--- src/sv/csic_pkg.sv ---
// Shared types, codes and an arithmetic helper for the chi-squared block.
package csic_pkg;

    // Input kinds carried on s_tuser
    localparam logic OP_MATRIX = 1'b0;
    localparam logic OP_BIN    = 1'b1;

    // Configuration register indexes
    localparam logic [7:0] CFG_DIAGONAL_ONLY = 8'd0;
    localparam logic [7:0] CFG_BIN_COUNT     = 8'd1;

    localparam logic [5:0] BIN_COUNT_RESET = 6'd14;

    // Stream widths
    localparam int S_TDATA_W = 144;
    localparam int M_TDATA_W = 64;
    localparam int M_TUSER_W = 2;

    localparam logic signed [63:0] S64_MAX = 64'sh7FFF_FFFF_FFFF_FFFF;
    localparam logic signed [63:0] S64_MIN = 64'sh8000_0000_0000_0000;

    // Commands from the controller to the datapath
    typedef struct packed {
        logic accept;
        logic div_step;
        logic res_write;
        logic rd_ri;
        logic ri_latch;
        logic sq;
        logic rd_j;
        logic j_mul;
        logic j_acc;
        logic mul_lo;
        logic mul_hi;
        logic mul_sum;
        logic term_add;
        logic out_load;
    } cmd_t;

    // Status from the datapath to the controller
    typedef struct packed {
        logic bin_take;
        logic div_done;
        logic bin_last;
        logic diag;
        logic j_last;
        logic i_last;
        logic out_free;
    } stat_t;

    // Saturating signed add; bit 64 flags saturation
    function automatic logic [64:0] sat_add(input logic signed [63:0] a,
                                            input logic signed [63:0] b);
        logic signed [63:0] s;
        logic               o;
        s = a + b;
        o = (a[63] == b[63]) && (s[63] != a[63]);
        if (o) begin
            return {1'b1, (a[63] ? S64_MIN : S64_MAX)};
        end
        return {1'b0, s};
    endfunction

endpackage

--- src/sv/csic_ctrl.sv ---
// Controller state machine sequencing division and chi-squared evaluation.
module csic_ctrl (
    input  logic            aclk,
    input  logic            aresetn,
    input  logic            s_tvalid,
    output logic            s_tready,
    input  csic_pkg::stat_t stat,
    output csic_pkg::cmd_t  cmd
);

    localparam logic [3:0] ST_IDLE    = 4'd0;
    localparam logic [3:0] ST_DIV     = 4'd1;
    localparam logic [3:0] ST_RES     = 4'd2;
    localparam logic [3:0] ST_RI_RD   = 4'd3;
    localparam logic [3:0] ST_RI_WAIT = 4'd4;
    localparam logic [3:0] ST_SQ      = 4'd5;
    localparam logic [3:0] ST_J_RD    = 4'd6;
    localparam logic [3:0] ST_J_WAIT  = 4'd7;
    localparam logic [3:0] ST_J_ACC   = 4'd8;
    localparam logic [3:0] ST_MUL_LO  = 4'd9;
    localparam logic [3:0] ST_MUL_HI  = 4'd10;
    localparam logic [3:0] ST_MUL_SUM = 4'd11;
    localparam logic [3:0] ST_TERM    = 4'd12;
    localparam logic [3:0] ST_FIN     = 4'd13;

    logic [3:0] state_reg, state_next;

    assign s_tready = (state_reg == ST_IDLE);

    // Decode commands and next state
    always_comb begin
        cmd        = '0;
        state_next = state_reg;
        unique case (state_reg)
            ST_IDLE: begin
                cmd.accept = s_tvalid;
                if (s_tvalid && stat.bin_take) begin
                    state_next = ST_DIV;
                end
            end
            ST_DIV: begin
                cmd.div_step = 1'b1;
                if (stat.div_done) begin
                    state_next = ST_RES;
                end
            end
            ST_RES: begin
                cmd.res_write = 1'b1;
                state_next    = stat.bin_last ? ST_RI_RD : ST_IDLE;
            end
            ST_RI_RD: begin
                cmd.rd_ri  = 1'b1;
                state_next = ST_RI_WAIT;
            end
            ST_RI_WAIT: begin
                cmd.ri_latch = 1'b1;
                state_next   = stat.diag ? ST_SQ : ST_J_RD;
            end
            ST_SQ: begin
                cmd.sq     = 1'b1;
                state_next = ST_TERM;
            end
            ST_J_RD: begin
                cmd.rd_j   = 1'b1;
                state_next = ST_J_WAIT;
            end
            ST_J_WAIT: begin
                cmd.j_mul  = 1'b1;
                state_next = ST_J_ACC;
            end
            ST_J_ACC: begin
                cmd.j_acc  = 1'b1;
                state_next = stat.j_last ? ST_MUL_LO : ST_J_RD;
            end
            ST_MUL_LO: begin
                cmd.mul_lo = 1'b1;
                state_next = ST_MUL_HI;
            end
            ST_MUL_HI: begin
                cmd.mul_hi = 1'b1;
                state_next = ST_MUL_SUM;
            end
            ST_MUL_SUM: begin
                cmd.mul_sum = 1'b1;
                state_next  = ST_TERM;
            end
            ST_TERM: begin
                cmd.term_add = 1'b1;
                state_next   = stat.i_last ? ST_FIN : ST_RI_RD;
            end
            ST_FIN: begin
                // Hold until the output register is free
                if (stat.out_free) begin
                    cmd.out_load = 1'b1;
                    state_next   = ST_IDLE;
                end
            end
            default: begin
                state_next = ST_IDLE;
            end
        endcase
    end

    always_ff @(posedge aclk) begin
        if (!aresetn) begin
            state_reg <= ST_IDLE;
        end else begin
            state_reg <= state_next;
        end
    end

endmodule

--- config.mk ---
export PLATFORM = sky130hd
export DESIGN_NAME = csic_ctrl
export DESIGN_NICKNAME = d
export VERILOG_FILES = /design/src/sv/csic_pkg.sv /design/src/sv/csic_ctrl.sv
export SDC_FILE = /design/constraint.sdc
export NUM_CORES = 1
export LEC_CHECK = 0
export CORE_MARGIN = 2
export CORE_UTILIZATION = 30
export DETAILED_ROUTE_END_ITERATION = 10
export DONT_BUFFER_PORTS = 1
export PLACE_DENSITY = 0.51
export RECOVER_POWER = 25
export SYNTH_ARGS = -nofsm -noshare
export SYNTH_HDL_FRONTEND = slang
export SYNTH_SLANG_ARGS = --single-unit
--- constraint.sdc ---
create_clock -name aclk -period 1.79 [get_ports aclk]
set_clock_uncertainty 0.15 [all_clocks]
set_input_delay 0.0895 -clock aclk [delete_from_list [all_inputs] [get_ports aclk]]
set_output_delay 0.0895 -clock aclk [all_outputs]
set_load 0.01 [all_outputs]
## Yosys cells after proc, flatten, opt, wreduce, memory -nomap -nowiden

Cells that the tools add are included.

| operators by class | value |
|---|---|
| reduce and logical (&&, ||, !) cells | 4 |
| equality and inequality tests | 16 |
| mux-type cells | 23 |

Operators with widths:

| operator | number |
|---|---|
| $pmux 4 s13 | 1 |
| $eq 4x4->1 const B | 6 |
| $mux 4 | 5 |
| $eq 4x3->1 const B | 4 |
| $mux 1 | 15 |
| $eq 4x2->1 const B | 2 |
| $eq 4x1->1 const B | 1 |
| $logic_not 4->1 | 1 |
| $mux 2 | 2 |
| $ne 2x2->1 const B | 2 |
| $reduce_and 3->1 | 1 |
| $ne 2x1->1 const B | 1 |
| $reduce_or 2->1 | 1 |
| $logic_and 1x1->1 | 1 |

| storage, ports and cells | value |
|---|---|
| register bits | 4 |
| input bits | 10 |
| output and inout bits | 15 |

## Depth between registers and ports, before layout

| logic depth | value |
|---|---|
| word-level depth | 3 |
| depth in mapped cells | 5 |

## Worst setup path after synthesis

Ideal clock, no wire load.

| timing | value |
|---|---|
| path kind | register to register |
| start | reg state_reg[3] |
| end | reg state_reg[1] |
| data arrival time | 1.127 ns |
| required time | 1.537 ns |
| setup time | 0.103 ns |
| path buffers | 1 |
| path slack | 0.410 ns |
| clock period less this slack | 1.380 ns |
| stages on the path, launching flop included | 5 |
| cell sequence | dfxtp_1 > buf_6 > mux2i_1 > a31oi_1 > a2111oi_2 |

| on the way | value |
|---|---|
| cells in the longest elaborated chain, start to end | 3 |

Ends and longest elaborated chain:

| what | RTL line | source |
|---|---|---|
| start: declaration | csic_ctrl.sv:26 | `logic [3:0] state_reg, state_next;` |
| start signal: assignment | csic_ctrl.sv:108 | `state_reg <= state_next;` |
| $eq 4x4->1, or another cell as far along | csic_ctrl.sv:34 | `unique case (state_reg)` |
| $reduce_or 2->1 (no line), or another cell as far along | -- |  |
| $pmux 4 s13 or $reduce_and 3->1 (tied branches) | -- |  |

Parallel ways exist; a longest one is shown, timed or not.
A chain may end at the register's enable or synchronous reset.

==> metrics.json <==
{
  "grt_start_max_net_pins": 17,
  "min_delay_worst_endpoint": "state_reg[3]$_SDFFE_PN0P_",
  "dp_cells": 89,
  "tightestPinTransition_ns": 0.439,
  "core.rowCount": 15,
  "drtAntennaViolNets": 0,
  "timing.critical_path.arrival_ns": 1.38,
  "ys.flop_type": "dfxtp_1",
  "insertedDiodeCount": 0,
  "final_min_period_over_clock_period_pct": 90.5,
  "switching_share_pct": 39.6,
  "worst_slack_ns": 0.171,
  "worst_setup_path_start_kind": "flip-flop",
  "critical_path.cell_chain": "buf_4 > inv_1 > nand2_1 > nor3_1",
  "synthesized_net_count": 81,
  "worst_r2r_path_depth": 3,
  "globalRouteTotalUtil_pct": 13.9,
  "totalNegativeSetupSlack_ns": 0,
  "die_width_um": 46.2,
  "total_switching_power_w": 0.000180,
  "regToRegStartpoint": "state_reg[0]$_SDFFE_PN0P_",
  "ys_seq_elements": 4,
  "seq_area_frac_synth_pct": 15.0,
  "post_synth.cell_area_avg_um2": 7.51,
  "grt_antenna_before_repair": 0,
  "criticalPathCategory": "flip-flop to output pin",
  "dr_total_vias": 577,
  "critPathCaptureType": "output pin",
  "hpwlAfterDp_um": 1060,
  "hold_depth": 3,
  "drive_gt1_share_pct": 18.8,
  "hold_path.class": "input pin to flip-flop",
  "critical_path.slowest_cell": "dfxtp_1",
  "final_period_minus_worst_setup_slack_ns": 1.62,
  "largest_reg_flops": 4,
  "preCtsSetupSlack_ns": 0.185,
  "r2r_path_end": "state_reg[0]$_SDFFE_PN0P_",
  "post_synth_instance_area_um2": 533,
  "synth_cell_types": 38,
  "p_comb_share_pct": 47.4,
  "total_of_endpoints_with_negative_setup_slack_in_the_final_report": 0,
  "unrepaired_setup_endpoints_after_global_routing": "false",
  "areaGrowthSynthToFinish_pct": 21.1,
  "synth_area_leader_cell": "dfxtp_1",
  "tritoncts": "done",
  "detailed_route_drc_error_count": 0,
  "final-max-slew-violation-count": 0,
  "hold_violations": 0,
  "number_of_flops_mapped_to_enable_cells_by_yosys": 0,
  "drv.max_cap_violation_count": 0,
  "floorplan.initialDensity_pct": 31.6,
  "boundary_pin_count": 25,
  "design.die.area_mm2": 0.00213,
  "synth_top_cell_area_share_pct": 15.0,
  "final_nets": 92,
  "cts.htree.levels": 1,
  "tightest_slew_margin_relative_to_the_limit_pct": 70.7,
  "placed_cell_area_um2": 576,
  "ir_drop_mv": 0.361,
  "clockBufferDepth": 2,
  "max_clock_freq_mhz": 618,
  "synth.most_common_cell": "nor2_1",
  "power.density_mw_per_mm2": 706,
  "vias_per_cell": 5.95,
  "post_cts_setup_buffer_count": 0,
  "postRouteWirelength_um": 1440,
  "finished_layout_cell_area_um2": 646,
  "final-instance-count-excl-fill": 97,
  "p_clk_share_pct": 24.2,
  "buffer_ports.inserted": 0,
  "cell_internal_pwr_w": 0.000275,
  "netlist_top_cells_area": "dfxtp_1 (15%), nor3b_1 (5.6%), nor2_1 (4.9%), nor3_1 (4.7%), buf_4 (4.2%)",
  "min-delay-start": "stat[2]",
  "max_stage_delay_on_crit_path_ns": 0.43,
  "finalHoldWorstSlack_ns": 0.0597,
  "regToRegSetupSlack_ns": 0.29,
  "fill_cells": 196,
  "initialDrtViolationCount": 18,
  "number_of_detailed_routing_iterations_run_before_antenna_repair": 4,
  "crit_path_max_fanout": 12,
  "die-height_um": 46.2,
  "required_ns": 1.55,
  "p_seq_share_pct": 28.5,
  "clk_latency_ns": 0.23,
  "design.core.area_mm2": 0.00169,
  "synthesis.instances": 71,
  "cts_made_buffers": 3,
  "power.static_leakage_nw": 0.242,
  "route.detailed.wl_per_inst_um": 14.8,
  "grt_remaining_overflow": 0,
  "via_count_of_the_first_global_routing_pass": 486,
  "cts.clk_slew.worst_paths_ns": 0.04,
  "yosys_warnings": 0,
  "share_of_synthesized_registers_carrying_an_async_set_or_reset_pct": 0,
  "place_congestion": 0.734,
  "grt_first_pass_wirelength_um": 2100,
  "synth_common_cells": "nor2_1 (7), nand2_1 (6), nor3_1 (5)",
  "cts-root-buf": "clkbuf_4",
  "clock_sink_count": 4,
  "outcome": "finished, final reports clean"
}
[logic make-up (layout without fill, tap and decap cells)]
family	count (synthesis)	after routing	synth area share, %
simple gates	40	40	46.9
compound gates	15	15	23.7
mux	1	1	1.88
buf+inv	11	20	12.4
flops	4	4	15.0
[power groups by stage]
stage                     sequential (W)  combinational (W)  clock [W]
final                           0.000130           0.000216   0.000110
after global routing            0.000134           0.000234   0.000116
after CTS                       0.000129           0.000217   0.000114
after detailed placement        0.000130           0.000206          0
after global placement          0.000129           0.000203          0
after floorplan                 0.000116           0.000161          0
[cells in the final DEF, fill, tap and decap left out, drive strengths merged, types with 2 or more instances in the layout]
cell         instances
nor3b                4
nor3                 6
nor2                 7
dfxtp                4
inv                  4
and2                 2
buf                  7
or3                  2
nand2b               3
nand2                6
clkbuf               4
o211ai               3
dlygate4sd3          5
[layer usage]
layer  share of wire (%)  vias to the layer above  track usage, %
met1                  47                      269            17.7
met4                   0                        0            8.57
li1                    -                      284               -
met2                  48                       24            21.9
met5                   0                        -               0
met3                 4.9                        0            1.57
[worst max path at each step]
stage | to | startpoint | slack, ns | cells past startpoint
6_report | cmd[11] | state_reg[0]$_SDFFE_PN0P_ | 0.17 | 4
5_1_grt | cmd[13] | state_reg[0]$_SDFFE_PN0P_ | 0.07 | 2
4_1_cts | cmd[1] | state_reg[3]$_SDFFE_PN0P_ | 0.06 | 3
3_3_place_gp | state_reg[0]$_SDFFE_PN0P_ | state_reg[3]$_SDFFE_PN0P_ | 0.23 | 4
3_5_place_dp | state_reg[0]$_SDFFE_PN0P_ | state_reg[3]$_SDFFE_PN0P_ | 0.19 | 4
2_1_floorplan | state_reg[1]$_SDFFE_PN0P_ | state_reg[3]$_SDFFE_PN0P_ | 0.41 | 4
[layout make-up]
cell class	instances	area, um2	share of cell area, %
timing repair buffer	13	119	18.4
sequential	4	81.3	12.6
clock buffer	3	22.5	3.49
multi-input combinational	56	387	59.9
tap	17	21.3	3.29
inverter	4	15.0	2.33
[worst max-delay path: cells and delay by family (launching register included)]
family / cells / cell delay [ns]
flops: 1 / 0.43
simple gates: 2 / 0.40
buf+inv: 2 / 0.31
[metrics by stage]
step	utilization (%)	power, W
4_1_cts	38.4	0.000459
6_report	38.2	0.000456
3_5_place_dp	34.1	0.000336
2_1_floorplan	-	0.000276
3_3_place_gp	34.1	0.000333
5_1_grt	38.2	0.000484
[timing repair]
item                                    in CTS  in global routing
endpoints found under the hold margin        4                  0
hold buffers                                 5                  0
gates resized for setup                      0                  1
endpoints found under the setup margin       0                  1
Power figures use the tool's default switching activity.
